===== src/rtl/cnr_pkg.sv =====
// shared types, constants and helpers of the cubic newton root solver
// no dependencies; imported by every module of the block
`default_nettype none

package cnr_pkg;

   localparam int FRAC_BITS_DEF  = 16;
   localparam int WORD_WIDTH_DEF = 32;

   // wide intermediate format
   localparam int WIDE_W  = 64;
   localparam int DIGIT_W = 16;

   typedef logic signed [WIDE_W-1:0] wide_type;

   localparam logic [WIDE_W-1:0] WIDE_MAX = {1'b0, {(WIDE_W-1){1'b1}}};
   localparam logic signed [WIDE_W+1:0] WIDE_MAX_X = {2'b00, WIDE_MAX};

   // field widths
   localparam int MAXIT_W  = 12;
   localparam int TOL_W    = 5;
   localparam int ITER_W   = 13;
   localparam int STATUS_W = 2;

   localparam logic [STATUS_W-1:0] STATUS_CONVERGED  = 2'd0;
   localparam logic [STATUS_W-1:0] STATUS_LIMIT      = 2'd1;
   localparam logic [STATUS_W-1:0] STATUS_ZERO_DERIV = 2'd2;

   // register map
   localparam int CSR_IDX_W = 3;
   localparam logic [CSR_IDX_W-1:0] CSR_COEF_A    = 3'd0;
   localparam logic [CSR_IDX_W-1:0] CSR_COEF_B    = 3'd1;
   localparam logic [CSR_IDX_W-1:0] CSR_COEF_C    = 3'd2;
   localparam logic [CSR_IDX_W-1:0] CSR_COEF_D    = 3'd3;
   localparam logic [CSR_IDX_W-1:0] CSR_MAX_ITER  = 3'd4;
   localparam logic [CSR_IDX_W-1:0] CSR_TOL_SHIFT = 3'd5;

   localparam logic [MAXIT_W-1:0] MAXIT_RESET = 12'd1000;
   localparam logic [TOL_W-1:0]   TOL_RESET   = 5'd17;

   // symmetric saturation of a sum to +-(2^63 - 1)
   function automatic wide_type sat_wide(input logic signed [WIDE_W+1:0] v);
      wide_type r;
      if (v > WIDE_MAX_X) begin
         r = wide_type'(WIDE_MAX);
      end else if (v < -WIDE_MAX_X) begin
         r = -wide_type'(WIDE_MAX);
      end else begin
         r = v[WIDE_W-1:0];
      end
      return r;
   endfunction

endpackage

`default_nettype wire


===== src/rtl/cnr_mul.sv =====
// multi-cycle fixed-point multiply with rounding and saturating add
// depends on cnr_pkg; used by the cubic newton root solver sequencer
`default_nettype none

module cnr_mul
   import cnr_pkg::*;
#(
   parameter int FRAC_BITS  = FRAC_BITS_DEF,
   parameter int WORD_WIDTH = WORD_WIDTH_DEF
) (
   input  wire logic                         clock,
   input  wire logic                         reset,
   input  wire logic                         start,
   input  wire wide_type                     opd,
   input  wire logic signed [WORD_WIDTH-1:0] x,
   input  wire wide_type                     addend,
   output      wide_type                     result,
   output      logic                         done
);

   localparam int NDIG  = (WORD_WIDTH + DIGIT_W - 1) / DIGIT_W;
   localparam int XW    = NDIG * DIGIT_W;
   localparam int AW    = WIDE_W + XW;
   localparam int PP_W  = WIDE_W + DIGIT_W;
   localparam int TW    = AW + FRAC_BITS + 1;
   localparam int CNT_W = $clog2(NDIG + 3);

   localparam logic [CNT_W-1:0] CNT_LAST_PP = CNT_W'(NDIG - 1);
   localparam logic [CNT_W-1:0] CNT_LAST_AC = CNT_W'(NDIG);
   localparam logic [CNT_W-1:0] CNT_ROUND   = CNT_W'(NDIG + 1);
   localparam logic [CNT_W-1:0] CNT_ADD     = CNT_W'(NDIG + 2);
   localparam logic [TW-1:0]    HALF        = TW'(1) << (FRAC_BITS - 1);

   logic                   busy_ff, busy_in;
   logic [CNT_W-1:0]       cnt_ff, cnt_in;
   logic                   done_ff, done_in;
   logic [WIDE_W-1:0]      mag_ff, mag_in;
   logic [XW-1:0]          xmag_ff, xmag_in;
   logic                   neg_ff, neg_in;
   wide_type               addend_ff, addend_in;
   logic [PP_W-1:0]        pp_ff, pp_in;
   logic [AW-1:0]          acc_ff, acc_in;
   wide_type               rnd_ff, rnd_in;
   wide_type               result_ff, result_in;

   logic [WORD_WIDTH-1:0]  x_abs;
   logic [TW-1:0]          t_sum;
   logic [TW-1:0]          t_shr;
   logic [WIDE_W-2:0]      r_mag;
   logic signed [WIDE_W+1:0] s_sum;

   always_comb begin
      x_abs = x[WORD_WIDTH-1] ? WORD_WIDTH'(-x) : WORD_WIDTH'(x);
      t_sum = TW'(acc_ff) + HALF;
      t_shr = t_sum >> FRAC_BITS;
      r_mag = (|t_shr[TW-1:WIDE_W-1]) ? WIDE_MAX[WIDE_W-2:0] : t_shr[WIDE_W-2:0];
      s_sum = (WIDE_W+2)'(rnd_ff) + (WIDE_W+2)'(addend_ff);

      busy_in   = busy_ff;
      cnt_in    = cnt_ff;
      done_in   = 1'b0;
      mag_in    = mag_ff;
      xmag_in   = xmag_ff;
      neg_in    = neg_ff;
      addend_in = addend_ff;
      pp_in     = pp_ff;
      acc_in    = acc_ff;
      rnd_in    = rnd_ff;
      result_in = result_ff;

      if (!busy_ff) begin
         if (start) begin
            busy_in   = 1'b1;
            cnt_in    = '0;
            mag_in    = opd[WIDE_W-1] ? WIDE_W'(-opd) : WIDE_W'(opd);
            xmag_in   = XW'(x_abs);
            neg_in    = opd[WIDE_W-1] ^ x[WORD_WIDTH-1];
            addend_in = addend;
            acc_in    = '0;
         end
      end else begin
         cnt_in = cnt_ff + 1'b1;
         // digit products, msb digit first
         if (cnt_ff <= CNT_LAST_PP) begin
            pp_in   = PP_W'(mag_ff) * PP_W'(xmag_ff[XW-1 -: DIGIT_W]);
            xmag_in = xmag_ff << DIGIT_W;
         end
         if (cnt_ff != '0 && cnt_ff <= CNT_LAST_AC) begin
            acc_in = (acc_ff << DIGIT_W) + AW'(pp_ff);
         end
         if (cnt_ff == CNT_ROUND) begin
            rnd_in = neg_ff ? -wide_type'({1'b0, r_mag}) : wide_type'({1'b0, r_mag});
         end
         if (cnt_ff == CNT_ADD) begin
            result_in = sat_wide(s_sum);
            done_in   = 1'b1;
            busy_in   = 1'b0;
         end
      end
   end

   always_ff @(posedge clock) begin
      if (reset) begin
         busy_ff <= 1'b0;
         cnt_ff  <= '0;
         done_ff <= 1'b0;
      end else begin
         busy_ff <= busy_in;
         cnt_ff  <= cnt_in;
         done_ff <= done_in;
      end
   end

   always_ff @(posedge clock) begin
      mag_ff    <= mag_in;
      xmag_ff   <= xmag_in;
      neg_ff    <= neg_in;
      addend_ff <= addend_in;
      pp_ff     <= pp_in;
      acc_ff    <= acc_in;
      rnd_ff    <= rnd_in;
      result_ff <= result_in;
   end

   assign result = result_ff;
   assign done   = done_ff;

endmodule

`default_nettype wire


===== config.mk =====
export PLATFORM = sky130hd
export DESIGN_NAME = cnr_mul
export DESIGN_NICKNAME = d
export VERILOG_FILES = /design/src/rtl/cnr_pkg.sv /design/src/rtl/cnr_mul.sv
export SDC_FILE = /design/constraint.sdc
export NUM_CORES = 2
export LEC_CHECK = 0
export BUFFER_PORTS_ARGS = -buffer_cell sky130_fd_sc_hd__buf_2
export CAP_MARGIN = 20
export CORE_AREA = 5 5 328 330
export CTS_BUF_LIST = sky130_fd_sc_hd__clkbuf_8
export DETAILED_ROUTE_END_ITERATION = 16
export DIE_AREA = 0 0 333 335
export GPL_TIMING_DRIVEN = 0
export PLACE_DENSITY = 0.88
export SLEW_MARGIN = 20
export SYNTH_ARGS = -nofsm -noshare
export SYNTH_HDL_FRONTEND = slang
export SYNTH_SLANG_ARGS = --single-unit

===== constraint.sdc =====
create_clock -name clock -period 14.1 [get_ports clock]
set_input_delay 2.115 -clock clock [delete_from_list [all_inputs] [get_ports clock]]
set_output_delay 2.115 -clock clock [all_outputs]
set_load 0.02 [all_outputs]

==> impl_metrics.json <==
{
  "detail_route.iter0.violations": 4650,
  "resized_gates_after_cts": 0,
  "postSynthRegisterBits": 470,
  "clk_pin_slew_ps": 60,
  "post_synth.cell_area_avg_um2": 9.20,
  "portBuffers": 226,
  "worst_hold_startpoint": "pp_ff[0]$_DFFE_PP_",
  "post-route-drc-count": 0,
  "hold_violations_final": 0,
  "design.final.nets": 8402,
  "fmaxAchievable_mhz": 108,
  "multi_input_comb_area_um2": 43200,
  "setup_slack_ps": 4840,
  "critical_path_buf_inv_count": 6,
  "maxCapViolations": 0,
  "synthFlopType": "sky130_fd_sc_hd__edfxtp_1",
  "area_growth_syn_to_layout_pct": 7.64,
  "sink_count_of_the_clock_tree": 470,
  "unique_cell_type_count_in_the_yosys_netlist": 96,
  "min_period_over_period_pct": 65.7,
  "synthesized_netlist_cell_count": 6762,
  "holdCritPathClass": "flip-flop to flip-flop",
  "grt_start_max_net_pins": 62,
  "globalRoute.totalOverflow": 0,
  "finalClockSkew_ps": 50.0,
  "worst_slew_pin_slew_ps": 1250,
  "cts_setup_buffers": 0,
  "pre_cts_slack_ps": 4950,
  "initial_antenna_violation_count": 7,
  "post_route_wl_um": 186000,
  "placement_rows": 119,
  "drt-wirelength-per-cell_um": 21.8,
  "reg2reg_from": "xmag_ff[29]$_DFFE_PP_",
  "data_required_time_at_the_worst_endpoint_ps": 14580,
  "dr.pass1.iters": 6,
  "cts-htree-levels": 3,
  "hold_buffers": 0,
  "critical_path.max_stage_delay_ps": 830,
  "via_count": 51476,
  "fillers": 8450,
  "cts_inserted_buffers": 80,
  "first_global_vias": 53323,
  "count_of_cells_along_the_worst_hold_path": 1,
  "critical_path.top_delay_family": "adder cells",
  "cts_tree": "yes",
  "floorplan.die_area_um2": 112000,
  "min_to": "acc_ff[0]$_SDFFCE_PN0P_",
  "final_max_slew_viol_count": 0,
  "finalWorstPathRequiredPeriod_ps": 9260,
  "slew_headroom_pct": 16.9,
  "synthesis.nets": 8082,
  "critPathKind": "flip-flop to flip-flop",
  "synth-edff-count": 465,
  "final_area_um2": 67000,
  "worstSkewPairLatency_ps": 730,
  "routabilityCongestion": 1.00,
  "drtAntennaViolNets": 0,
  "critPathSlowestCell": "sky130_fd_sc_hd__clkbuf_1",
  "gr-usage-all-layers_pct": 33.1,
  "cp-start-kind": "flip-flop",
  "drt-vias-per-instance": 6.03,
  "rrSetupSlack_ps": 4840,
  "synth-seq-area-share_pct": 22.6,
  "hpwl_after_dpl_um": 153000,
  "clock-root-buffer": "sky130_fd_sc_hd__clkbuf_8",
  "result_of_the_run": "complete, no violations",
  "post_route_cells_drive_above_1_share_pct": 6.09,
  "setup.worst_path.start": "xmag_ff[29]$_DFFE_PP_",
  "grt_setup_unrepaired": "no",
  "yosysWarnings": 0,
  "cp_common_cell": "sky130_fd_sc_hd__fa_1",
  "clock_tree.buffer_depth": 3,
  "area.sequential_um2": 14100,
  "die-height_um": 335,
  "worstSetupEndpointType": "flip-flop",
  "arrival_ps": 9740,
  "core_utilization_of_the_finished_layout_pct": 64.1,
  "placed_area_um2": 65400,
  "finalSetupViolCount": 0,
  "grt_pass1_wl_um": 291000,
  "async_flop_share_pct": 0,
  "start_util_pct": 59.5,
  "worst_r2r_dst": "pp_ff[76]$_DFFE_PP_",
  "worstPathMaxFanout": 10,
  "die_width_um": 333,
  "number_of_cell_instances_on_the_worst_register_to_register_path": 25,
  "fp.coreArea_um2": 105000,
  "io-pin-count": 228,
  "netlist_area_um2": 62200
}
-- per-stage QoR --
stage | hold slack [ps] | cells | setup TNS (ps)
2_1_floorplan | 500 | 6762 | 0
3_3_place_gp | 506 | 8379 | -152650
3_5_place_dp | 511 | 8391 | 0
4_1_cts | 528 | 8532 | 0
5_1_grt | 536 | 8533 | 0
6_report | 527 | 8533 | 0
-- layout by cell type (no fill, tap or decap), types with 198 or more instances in the layout --
master                        n
sky130_fd_sc_hd__buf_2      244
sky130_fd_sc_hd__ha_1       289
sky130_fd_sc_hd__o21ai_0    233
sky130_fd_sc_hd__nand2_1    972
sky130_fd_sc_hd__nor2_1     291
sky130_fd_sc_hd__and2_1     395
sky130_fd_sc_hd__a21oi_1    274
sky130_fd_sc_hd__inv_1     1018
sky130_fd_sc_hd__xnor2_1    214
sky130_fd_sc_hd__clkbuf_1   293
sky130_fd_sc_hd__a21o_1     198
sky130_fd_sc_hd__edfxtp_1   465
sky130_fd_sc_hd__fa_1       868
-- area by class of cell --
class | instances | share of cell area (%)
multi-input combinational | 4968 | 64.5
timing repair buffer | 238 | 2.12
buffer | 329 | 1.90
inverter | 995 | 5.58
tap | 1391 | 2.60
sequential | 470 | 21.0
antenna | 1 | 0.00374
clock inverter | 61 | 0.645
clock buffer | 80 | 1.64
-- worst max path at each step --
stage | end | slack (ps) | cells after the start
floorplan | acc_ff[0]$_SDFFCE_PN0P_ | 2940 | 2
global placement | acc_ff[24]$_SDFFCE_PN0P_ | -1610 | 3
detailed placement | pp_ff[76]$_DFFE_PP_ | 4950 | 25
CTS | pp_ff[76]$_DFFE_PP_ | 4970 | 25
global route | pp_ff[76]$_DFFE_PP_ | 4660 | 25
finish | pp_ff[76]$_DFFE_PP_ | 4840 | 25
-- synthesized netlist by cell type (88+ instances only) --
cell	n	area share (%)
sky130_fd_sc_hd__xnor2_1	214	3.0
sky130_fd_sc_hd__clkbuf_1	303	1.8
sky130_fd_sc_hd__a21o_1	198	2.4
sky130_fd_sc_hd__inv_1	994	6.0
sky130_fd_sc_hd__ha_1	289	5.8
sky130_fd_sc_hd__nand2_1	972	5.9
sky130_fd_sc_hd__nor2_1	291	1.8
sky130_fd_sc_hd__fa_1	868	28
sky130_fd_sc_hd__and2_1	396	4.0
sky130_fd_sc_hd__a21oi_1	274	2.2
sky130_fd_sc_hd__nand3_1	112	0.90
sky130_fd_sc_hd__nor3_1	88	0.71
sky130_fd_sc_hd__edfxtp_1	465	22
sky130_fd_sc_hd__xor2_1	122	1.7
sky130_fd_sc_hd__o21ai_0	233	1.9
-- state kept, by name, summed over array words and instances (netlist names) --
name,cells
xmag_ff,32
cnt_ff,3
mag_ff,64
done,1
addend_ff,64
rnd_ff,64
acc_ff,96
result,64
neg_ff,1
busy_ff,1
pp_ff,80
-- kinds of logic (layout without fill, tap and decap cells) --
group                      Yosys count  in the layout  share of synthesized area [%]
and+or+nand+nor                   2302           2302                           18.1
muxes                               37             37                          0.603
xor gates and xnor gates           336            336                           4.73
AOI/OAI and AO/OA                 1088           1088                           11.4
DFF                                470            470                           22.6
buffers and inverters             1324           1703                           8.02
other                                0              1                              0
adders and majority gates         1205           1205                           34.5
-- layer usage --
metal / part of all wire (%) / up-vias / GRT usage, %
met5: 0.027 / - / 0
met2: 45 / 2957 / 53.3
met3: 10 / 738 / 7.72
met4: 8.0 / 8 / 21.4
li1: - / 22928 / -
met1: 37 / 24845 / 40.3
Power is not shown: default switching activity piles up to over one toggle a cycle in this logic, so the estimate is an artifact.
