[src/rtl/cnr_pkg.sv]
// shared types, constants and helpers of the cubic newton root solver
// no dependencies; imported by every module of the block
`default_nettype none

package cnr_pkg;

   localparam int FRAC_BITS_DEF  = 16;
   localparam int WORD_WIDTH_DEF = 32;

   // wide intermediate format
   localparam int WIDE_W  = 64;
   localparam int DIGIT_W = 16;

   typedef logic signed [WIDE_W-1:0] wide_type;

   localparam logic [WIDE_W-1:0] WIDE_MAX = {1'b0, {(WIDE_W-1){1'b1}}};
   localparam logic signed [WIDE_W+1:0] WIDE_MAX_X = {2'b00, WIDE_MAX};

   // field widths
   localparam int MAXIT_W  = 12;
   localparam int TOL_W    = 5;
   localparam int ITER_W   = 13;
   localparam int STATUS_W = 2;

   localparam logic [STATUS_W-1:0] STATUS_CONVERGED  = 2'd0;
   localparam logic [STATUS_W-1:0] STATUS_LIMIT      = 2'd1;
   localparam logic [STATUS_W-1:0] STATUS_ZERO_DERIV = 2'd2;

   // register map
   localparam int CSR_IDX_W = 3;
   localparam logic [CSR_IDX_W-1:0] CSR_COEF_A    = 3'd0;
   localparam logic [CSR_IDX_W-1:0] CSR_COEF_B    = 3'd1;
   localparam logic [CSR_IDX_W-1:0] CSR_COEF_C    = 3'd2;
   localparam logic [CSR_IDX_W-1:0] CSR_COEF_D    = 3'd3;
   localparam logic [CSR_IDX_W-1:0] CSR_MAX_ITER  = 3'd4;
   localparam logic [CSR_IDX_W-1:0] CSR_TOL_SHIFT = 3'd5;

   localparam logic [MAXIT_W-1:0] MAXIT_RESET = 12'd1000;
   localparam logic [TOL_W-1:0]   TOL_RESET   = 5'd17;

   // symmetric saturation of a sum to +-(2^63 - 1)
   function automatic wide_type sat_wide(input logic signed [WIDE_W+1:0] v);
      wide_type r;
      if (v > WIDE_MAX_X) begin
         r = wide_type'(WIDE_MAX);
      end else if (v < -WIDE_MAX_X) begin
         r = -wide_type'(WIDE_MAX);
      end else begin
         r = v[WIDE_W-1:0];
      end
      return r;
   endfunction

endpackage

`default_nettype wire

[src/rtl/cnr_div.sv]
// bit-serial restoring divider for the fixed-point quotient f / f'
// depends on cnr_pkg; used by the cubic newton root solver sequencer
`default_nettype none

module cnr_div
   import cnr_pkg::*;
#(
   parameter int FRAC_BITS = FRAC_BITS_DEF
) (
   input  wire logic     clock,
   input  wire logic     reset,
   input  wire logic     start,
   input  wire wide_type num,
   input  wire wide_type den,
   output      wide_type quot,
   output      logic     done
);

   // rounded numerator (|num| << FRAC_BITS) + |den|/2 fits in NW bits
   localparam int NW    = WIDE_W + FRAC_BITS;
   localparam int IDX_W = $clog2(NW);

   localparam logic [IDX_W-1:0] IDX_TOP  = IDX_W'(NW - 1);
   localparam logic [IDX_W-1:0] IDX_OVER = IDX_W'(WIDE_W - 1);

   logic                busy_ff, busy_in;
   logic                fin_ff, fin_in;
   logic                done_ff, done_in;
   logic [IDX_W-1:0]    idx_ff, idx_in;
   logic [NW-1:0]       num_ff, num_in;
   logic [WIDE_W-1:0]   den_ff, den_in;
   logic [WIDE_W-1:0]   rem_ff, rem_in;
   logic [WIDE_W-2:0]   q_ff, q_in;
   logic                over_ff, over_in;
   logic                neg_ff, neg_in;
   wide_type            quot_ff, quot_in;

   logic [WIDE_W-1:0]   un;
   logic [WIDE_W-1:0]   ud;
   logic [WIDE_W:0]     rem2;
   logic [WIDE_W:0]     rem_sub;
   logic                ge;
   logic [WIDE_W-2:0]   q_fin;

   always_comb begin
      un      = num[WIDE_W-1] ? WIDE_W'(-num) : WIDE_W'(num);
      ud      = den[WIDE_W-1] ? WIDE_W'(-den) : WIDE_W'(den);
      rem2    = {rem_ff, num_ff[NW-1]};
      rem_sub = rem2 - {1'b0, den_ff};
      ge      = (rem2 >= {1'b0, den_ff});
      q_fin   = over_ff ? WIDE_MAX[WIDE_W-2:0] : q_ff;

      busy_in = busy_ff;
      fin_in  = 1'b0;
      done_in = 1'b0;
      idx_in  = idx_ff;
      num_in  = num_ff;
      den_in  = den_ff;
      rem_in  = rem_ff;
      q_in    = q_ff;
      over_in = over_ff;
      neg_in  = neg_ff;
      quot_in = quot_ff;

      if (busy_ff) begin
         rem_in  = ge ? rem_sub[WIDE_W-1:0] : rem2[WIDE_W-1:0];
         num_in  = num_ff << 1;
         q_in    = {q_ff[WIDE_W-3:0], ge};
         // a quotient bit at weight 2^63 or above means overflow
         over_in = over_ff | (ge & (idx_ff >= IDX_OVER));
         idx_in  = idx_ff - 1'b1;
         if (idx_ff == '0) begin
            busy_in = 1'b0;
            fin_in  = 1'b1;
         end
      end else if (fin_ff) begin
         quot_in = neg_ff ? -wide_type'({1'b0, q_fin}) : wide_type'({1'b0, q_fin});
         done_in = 1'b1;
      end else if (start) begin
         busy_in = 1'b1;
         idx_in  = IDX_TOP;
         num_in  = (NW'(un) << FRAC_BITS) + NW'(ud >> 1);
         den_in  = ud;
         rem_in  = '0;
         q_in    = '0;
         over_in = 1'b0;
         neg_in  = num[WIDE_W-1] ^ den[WIDE_W-1];
      end
   end

   always_ff @(posedge clock) begin
      if (reset) begin
         busy_ff <= 1'b0;
         fin_ff  <= 1'b0;
         done_ff <= 1'b0;
         idx_ff  <= '0;
      end else begin
         busy_ff <= busy_in;
         fin_ff  <= fin_in;
         done_ff <= done_in;
         idx_ff  <= idx_in;
      end
   end

   always_ff @(posedge clock) begin
      num_ff  <= num_in;
      den_ff  <= den_in;
      rem_ff  <= rem_in;
      q_ff    <= q_in;
      over_ff <= over_in;
      neg_ff  <= neg_in;
      quot_ff <= quot_in;
   end

   assign quot = quot_ff;
   assign done = done_ff;

endmodule

`default_nettype wire

[config.mk]
export PLATFORM = sky130hd
export DESIGN_NAME = cnr_div
export DESIGN_NICKNAME = d
export VERILOG_FILES = /design/src/rtl/cnr_pkg.sv /design/src/rtl/cnr_div.sv
export SDC_FILE = /design/constraint.sdc
export NUM_CORES = 1
export LEC_CHECK = 0
export ABC_AREA = 1
export BUFFER_PORTS_ARGS = -buffer_cell sky130_fd_sc_hd__buf_4
export CAP_MARGIN = 25
export CORE_MARGIN = 8
export CORE_UTILIZATION = 30
export DETAILED_ROUTE_END_ITERATION = 12
export PLACE_DENSITY_LB_ADDON = 0.2
export SLEW_MARGIN = 20
export SYNTH_ARGS = -nofsm -noshare
export SYNTH_HDL_FRONTEND = slang
export SYNTH_SLANG_ARGS = --single-unit
export TNS_END_PERCENT = 30
[constraint.sdc]
create_clock -name clock -period 12.1 [get_ports clock]
set_clock_uncertainty 0.2 [all_clocks]
set_input_delay 0.605 -clock clock [delete_from_list [all_inputs] [get_ports clock]]
set_output_delay 0.605 -clock clock [all_outputs]
set_load 0.005 [all_outputs]
==> out/summary.md, run 1 <==
The flow ran to the end, and the final reports show no timing, DRC or antenna violations. After the flow finishes, the layout carries non-filler instances totaling 5424. At the pin with the least slew margin, the transition time is 1.007 ns. The cell with the most instances on the worst path is sky130_fd_sc_hd__nand2_1. In this run the mean area of a mapped cell was 7.223 sq um.

The headroom to the max-slew limit was 32.83%. Origin of the worst min-delay path: reset. Kind of critical path: input pin to flip-flop.

The tools report the remaining routing DRC violations as 0. The tools report the total number of nets in the final design as 4369. The wire-length estimate of the detail-placed layout is 85.37 mm.

The tools report the number of pins exceeding their max-slew limit in the final report as 0. The tools report the via count of the first global-routing pass as 25970. The number of buffers created by CTS was 43. The largest single stage delay on the critical path is 0.60 ns.

For this design, the sink count on the clock tree is 347. The number of H-tree levels was 2; the placer congestion estimate was 0.9839. Once layout is complete, the utilization of the core stands at 34.74%.

The number of antenna violations at the first check in global routing came out at 6. Endpoint type of the worst setup path: a flip-flop. STA puts the critical path data required time at 12.35 ns.

Setup violations remaining at the end of the flow were counted as 0. The instance count of the mapped netlist is 3940. In this run the critical register-to-register path is launched from num_ff[79]. The layout has 10390 filler cells. For this design the top-level I/O count stands at 196.

Summed over all layers, the global routing overflow is 0. The final critical path takes up 44.81% of the cycle. For this block, the routed nets add up to 105.1 mm of wire. In the final timing run, aggregate negative setup slack is 0 ns.

Buffers added to address setup during post-CTS repair amount to 0. Highest ir drop seen on vdd: 0.08520 mV. The average wire length per cell after detail routing came out at 19.38 um. Clock latency on the worst-skew pair, taken at its later pin, is 0.59 ns. The min-delay analysis places its worst path in the category input pin to flip-flop. The power density over the cells was 139.4 nW/um^2.

Entering global routing, the biggest net connects 106 pins. Largest fanout on the critical path: 5. Including well taps, the total number of placed cells is 5338. The cell leakage power came out at 14.65 nW. In the final layout, flip-flops and latches occupy 10310 sq um.

The first global-routing pass estimated 157.5 mm of wire. Leaving out fill and tap cells, the most frequent cell in the layout is sky130_fd_sc_hd__nand2_1. The overall power after layout came out at 0.004574 W. For the number of distinct standard cells referenced by the synthesized netlist, the log shows 66. For the finished layout, the period the worst path requires is 5.422 ns. The async set or reset register ratio after synthesis is 0%, and the area of the core region is 94450 sq um. For this run, the leading register cell type out of synthesis is sky130_fd_sc_hd__edfxtp_1. Clock-pin slew was measured on the worst setup and hold paths at 0.06 ns. The number of endpoints with negative hold slack in the final report was 0. In the routed layout, each cell is associated on average with a via count of 4.943. For this run, the detailed router's first-pass iteration total came to 6. The signal on the critical path passes through dlygate4sd3_1 > buf_4 > inv_1 > ha_1 > nand2_2 > nor2_1 > nand3_1 > a21boi_0 > nand3_1 > xor2_1 > ha_1 > nand2_1 > nor2_1 > inv_1 > nor2_1 > inv_1 > nor2_1 > nand3_1 > nand3_1 > nand2_1 > nand2_1 > nand2_1 > nand2_1. In the layout the commonest cells are 962 x sky130_fd_sc_hd__nand2_1, 558 x sky130_fd_sc_hd__inv_1, 515 x sky130_fd_sc_hd__nor2_1.

The tree is rooted in a sky130_fd_sc_hd__clkbuf_16. The area used by multi-input combinational logic was 15620 sq um; the area of the die was 105000 sq um. Post-synthesis to final-layout area growth: 15.29%.

Setup repair after global routing left no endpoint under its margin. The number of nets handed over by synthesis was 4190. Global routing used 19.50% of the available tracks. The final hold slack is 0.08824 ns, and the maximum frequency from static timing analysis is 184.5 MHz.

For the total of warnings raised by yosys, the log shows 0. Across the run, the number of max-cap violations was 0. For this design, the slowest cell found on the critical path is sky130_fd_sc_hd__a21boi_0.

For this block, the initial DRC count from the detailed router was 2099. TritonCTS built the clock tree. Summing over every cut layer, the via total after detailed routing is 26810. Once the floorplan was initialized, standard cells occupied 30.13% of the core.

STA classifies the critical path startpoint as an input pin. The total of buffers placed on input and output ports is 195. The logs give 0 for the remaining antenna violation count after routing and 36.23% for the proportion of synthesized chip area in sequential cells.

Summing every instance area after synthesis gives 28460 sq um. Counting along the longest clock path gives a buffer depth of 3. In this run the vertical extent of the chip is 324.0 um. Number of flops mapped to enable cells by yosys: 336. The post-route netlist has 11.80% of its cells at a drive strength greater than 1.

The start point of the critical path is den[0]. Synthesis inferred 347 register bits. The initialized floorplan defines 113 standard-cell rows. The die width is 324.0 um. For the worst setup path, the data arrival time is 5.67 ns.
## registers in the layout, summed over array words and instances, names as in the netlist
| register | count |
|---|---|
| fin_ff | 1 |
| neg_ff | 1 |
| idx_ff | 7 |
| rem_ff | 64 |
| num_ff | 80 |
| done | 1 |
| busy_ff | 1 |
| den_ff | 64 |
| q_ff | 63 |
| over_ff | 1 |
| quot | 64 |
## logic make-up after synthesis
logic type | after synthesis | share of synthesized area [%]
simple gates | 2011 | 31.43
buf+inv | 661 | 9.013
compound gates | 603 | 11.92
flops | 347 | 36.23
xor+xnor | 199 | 6.124
fa+ha+maj | 119 | 5.284
## area by class of cell
class	count	area share, %
clock buffer	54	3.531
timing repair buffer	210	4.812
clock inverter	26	1.079
inverter	585	6.692
tap	1265	4.824
multi-input combinational	2932	47.59
antenna	5	0.03813
sequential	347	31.43
## final timing paths
check                           slack (ns)  cells after the start    endpoint
worst max register to register        7.35                     15  rem_ff[30]
worst max-delay path                  6.68                     23  num_ff[79]
worst min-delay path                  0.09                      2        done
worst min register to register        0.26                      2   idx_ff[4]
## worst max-delay path: cells and delay by family
kind	cells	cell delay (ns)
XOR/XNOR	1	0.47
AO/OA/AOI/OAI	1	0.60
buffers and inverters	5	0.91
adder cells (fa/ha/maj)	2	0.52
AND/OR/NAND/NOR	14	2.58
## cells in the mapped netlist, drive strengths merged, types with 3 or more instances
cell / count / area, sq um
nand3: 217 / 1196
nor3b: 4 / 35.03
a31oi: 31 / 193.9
ha: 117 / 1464
clkbuf: 40 / 150.1
xnor2: 67 / 586.8
buf: 36 / 219.0
and3: 3 / 18.77
a211oi: 5 / 52.55
o211ai: 8 / 73.82
inv: 583 / 2188
nor2: 577 / 2454
a21boi: 6 / 45.05
nor3: 61 / 377.9
or2: 16 / 100.1
o21a: 14 / 106.4
nand2: 1021 / 4000
nand4: 65 / 425.4
a22o: 16 / 140.1
edfxtp: 336 / 10090
o31ai: 7 / 57.55
a32o: 7 / 70.07
nand3b: 18 / 135.1
o21ai: 225 / 1164
a21oi: 261 / 1318
o21bai: 11 / 82.58
dfxtp: 11 / 220.2
xor2: 132 / 1156
a21o: 8 / 60.06
nor4: 24 / 156.4
## stage by stage
stage,cell area (sq um),worst slack [ns]
after detailed placement,31280,6.802
after CTS,32800,6.879
final,32810,6.678
after global placement,31280,6.819
after floorplan,28460,6.125
after global routing,32800,6.617
## routing by layer
layer  global-route usage [%]  routed length [um]  vias up
li1                         -                   -    13340
met1                    27.22               49030    12510
met2                    31.17               46640      807
met3                    2.662                6054      154
met4                    5.975                3359        4
met5                        0                  22        -
## power breakdown
group	total [W]	internal, W	switching (W)
sequential	0.00160	0.00152	0.0000807
clock	0.00140	0.000837	0.000567
combinational	0.00157	0.000500	0.00107
total	0.00457	0.00286	0.00171
## what timing repair did
| item | CTS | global route |
|---|---|---|
| resized for setup | 0 | 0 |
| hold endpoints to repair | 1 | 0 |
| hold buffers | 1 | 0 |
| setup endpoints to repair | 0 | 0 |
(Power assumes the default switching activity.)
==> inputs of run 2 (changes only) <==
==> constraint.sdc (replaced) <==
create_clock -name clock -period 4.5 [get_ports clock]
set_clock_uncertainty 0.2 [all_clocks]
set_input_delay 0.225 -clock clock [delete_from_list [all_inputs] [get_ports clock]]
set_output_delay 0.225 -clock clock [all_outputs]
set_load 0.005 [all_outputs]
==> run 2 against run 1 <==
Sequential share of layout area shrank 1.3 points; final cell count is 2.4% higher; die area is the same; register-to-register slack worse by 6.7 ns; clock power rose to 2.8 times the previous value; worst hold slack lost 0.042 ns; design area increased by 4.2%; sequential power rose to 2.7 times the previous value; clock-buffer cell count fell by 1; sequential cell count unchanged; critical path type unchanged; largest power group is now combinational logic.
==> out/summary.md, run 2 (synthesized netlist as in run 1, its figures left out) <==
The largest fanout on the critical path works out to 5 (unchanged). The total number of clock tree sinks came out at 347 (unchanged). Maximum frequency from static timing analysis: 230.1 MHz.

The time the worst path needs with I/O delays and setup is 4.346 ns, and the final hold slack is 0.04581 ns (-0.04243 ns). STA classifies the critical path startpoint as an input pin. For the number of failing setup endpoints in the final timing report, the log shows 0 (unchanged). For the reg-to-reg setup timing slack, the log shows 0.63 ns (-6.72 ns).

The violation count after the first detailed-route iteration is 1955 (-6.9%). For the latest clock arrival within the worst-skew pair, the log shows 0.61 ns (+0.02 ns). The total of buffers placed on input and output ports came out at 195 (unchanged). The power density over the cells is 369.2 nW/um^2 (+160%), and the aggregate global routing overflow is 0 (unchanged).

Path category of the worst min-delay check: input pin to flip-flop. The family with the most delay on the worst path was buffers and inverters. The number of max-cap violations came out at 0 (unchanged).

The y dimension of the die was 324.0 um (unchanged). The flow ran to the end, and the final reports show no timing, DRC or antenna violations. The run gives 0.1545 ns (-6.524 ns) as the worst-case setup margin in the final layout.

Counting flops per register, the top entry is num_ff. The number of antenna violations at the first check in global routing came out at 6 (unchanged). The worst register-to-register path begins at den_ff[1].

The tools report the area of the die as 105000 sq um (unchanged). The library cells used most frequently in the layout, excluding fill and tap cells, are 960 x sky130_fd_sc_hd__nand2_1, 558 x sky130_fd_sc_hd__inv_1, 515 x sky130_fd_sc_hd__nor2_1. For the HPWL after detailed placement, the log shows 86.25 mm (+1.0%).

The actual transition at the worst max-transition pin is 0.8873 ns (-0.1202 ns). The worst flop-to-flop path endpoint was over_ff. The stage delay of the slowest cell on the critical path is 0.54 ns (-0.06 ns).

The commonest non-fill, non-tap cell in the layout was sky130_fd_sc_hd__nand2_1. The number of buffers created by CTS came out at 43 (unchanged). Traced cell by cell, the critical path runs through dlygate4sd3_1 > buf_4 > inv_1 > ha_1 > nand2_2 > nor2_1 > nand3_1 > a21boi_0 > buf_4 > xnor2_1 > ha_1 > a21oi_1 > o21ai_0 > a21oi_1 > o21ai_0 > buf_4 > nand3_1 > nand3_2 > o21ai_0 > buf_4 > nand2_1. Following the worst setup path forward leads to its endpoint at num_ff[46]. The logs give 15.35 nW (+4.8%) for the cell leakage power and 0.09574 ns (-6.707 ns) for the worst slack at placement. Clock tree synthesis selected as its root buffer the cell sky130_fd_sc_hd__clkbuf_16.

The remaining routing DRC violations is 0 (unchanged). The total number of nets in the final design came out at 4503 (+3.1%). STA classifies the critical path endpoint as a flip-flop. For the vias after detailed routing, the log shows 27170 (+1.3%). The worst path uses 96.57% of the clock period. The worst-case reg-to-reg path depth works out to 16 (+1).

The flip-flop count of the largest register after layout was 80 (unchanged); the boundary pin count was 196 (unchanged). The final wirelength is 106.2 mm (+1.0%). The largest net degree at the start of global routing is 136 (+28%). For the number of detailed-route iterations in the first pass, the log shows 6 (unchanged).

The clock transition at the registers of the reported paths came out at 0.06 ns (about the same). Setup repair after global routing could not meet its margin everywhere. The cell at the slowest stage of the critical path is sky130_fd_sc_hd__dlygate4sd3_1.

The maximum buffer depth of the clock tree was 3 (unchanged); the via count of the first global-routing pass was 26440 (+1.8%). The number of buffer and inverter instances along the worst setup path came out at 6 (+1). The logs give 158.9 mm (+0.91%) for the global-route wire length before repair and 0 (unchanged) for the number of endpoints with negative hold slack in the final report. The most critical setup path has its startpoint at den[0].

Die width: 324.0 um (unchanged). The cell depth of the worst setup path is 21 (-8.7%), and the required time of the worst setup path is 4.63 ns (-7.72 ns). TritonCTS built the clock tree. Headroom to the max-slew limit: 40.78% (+7.9 points).

For the number of H-tree levels, the log shows 2 (unchanged). The run gives 19.64% (+0.14 points) as the total global routing track utilization. The post-synthesis to final-layout area growth was 20.13%. Average vias per placed instance: 4.890 (-1.1%). For the starting density of the core, the log shows 30.13% (unchanged). The critical path is of the input pin to flip-flop type. Arrival time of data at the critical path endpoint: 4.48 ns (-1.19 ns). The cell with the most instances on the worst path was sky130_fd_sc_hd__buf_4.

For the number of pins exceeding their max-slew limit in the final report, the log shows 0 (unchanged). Share of final-layout standard cells stronger than drive strength 1: 13.30% (+1.5 points). The row count was 113 (unchanged). The area of the core region was 94450 sq um (unchanged). The average wire length per cell after detail routing was 19.11 um (-1.4%); the highest ir drop seen on vdd was 0.2202 mV (+160%). The remaining antenna violation count after routing was 0 (unchanged); the placer congestion estimate was 0.9780 (-0.60%).
[run 2: worst min path at each step]
stage / from / end / slack (ns) / depth (start not counted)
after detailed placement: den[0] / den_ff[0] / 0.24 / 1
final: num[55] / num_ff[71] / 0.05 / 6
after CTS: num[55] / num_ff[71] / 0.0001 / 6
after global routing: den[63] / den_ff[39] / 0.05 / 3
after global placement: den[0] / den_ff[0] / 0.23 / 1
after floorplan: reset / fin_ff / 0.1 / 1
[run 2: power breakdown]
part | internal [W] | leakage (nW) | switching [W]
clock network | 0.00235 | 0.745 | 0.00153
logic | 0.00150 | 11.1 | 0.00293
registers | 0.00409 | 3.48 | 0.000213
[run 2: worst min-delay path, delay by kind of cell]
| family | cells | cell delay (ns) |
|---|---|---|
| buf+inv | 1 | 0.13 |
| simple gates | 5 | 0.36 |
[run 2: what timing repair did]
action                                  4_1_cts  5_1_grt
resized for setup                             0       17
hold endpoints to repair                     85        0
setup buffers                                 0        0
endpoints found under the setup margin        0       19
hold buffers                                 67        0
[run 2: metal layers]
| layer | GRT usage (%) | share of wire [%] |
|---|---|---|
| met5 | 0 | 0.042 |
| met2 | 31.81 | 44 |
| met1 | 27.31 | 47 |
| met3 | 2.581 | 5.4 |
| met4 | 5.581 | 3.0 |
[run 2: final cells by class]
class	count	area [sq um]
Clock buffer	53	1156
Inverter	585	2196
Antenna cell	4	10.01
Clock inverter	26	380.4
Timing Repair Buffer	344	2845
Fill cell	10280	60260
Sequential cell	347	10310
Tap cell	1265	1583
Multi-Input combinational cell	2932	15710
[run 2: through the flow]
step | cell area, sq um | TNS [ns] | utilization (%) | instances | total power [W]
after floorplan | 28460 | 0 | - | 3940 | 0.007266
after global placement | 31860 | 0 | 33.74 | 5405 | 0.008689
after detailed placement | 31890 | 0 | 33.77 | 5406 | 0.008681
after CTS | 34100 | 0 | 36.10 | 5552 | 0.01271
after global routing | 34180 | -0.007491 | 36.19 | 5552 | 0.01336
final | 34190 | 0 | 36.20 | 5556 | 0.01262
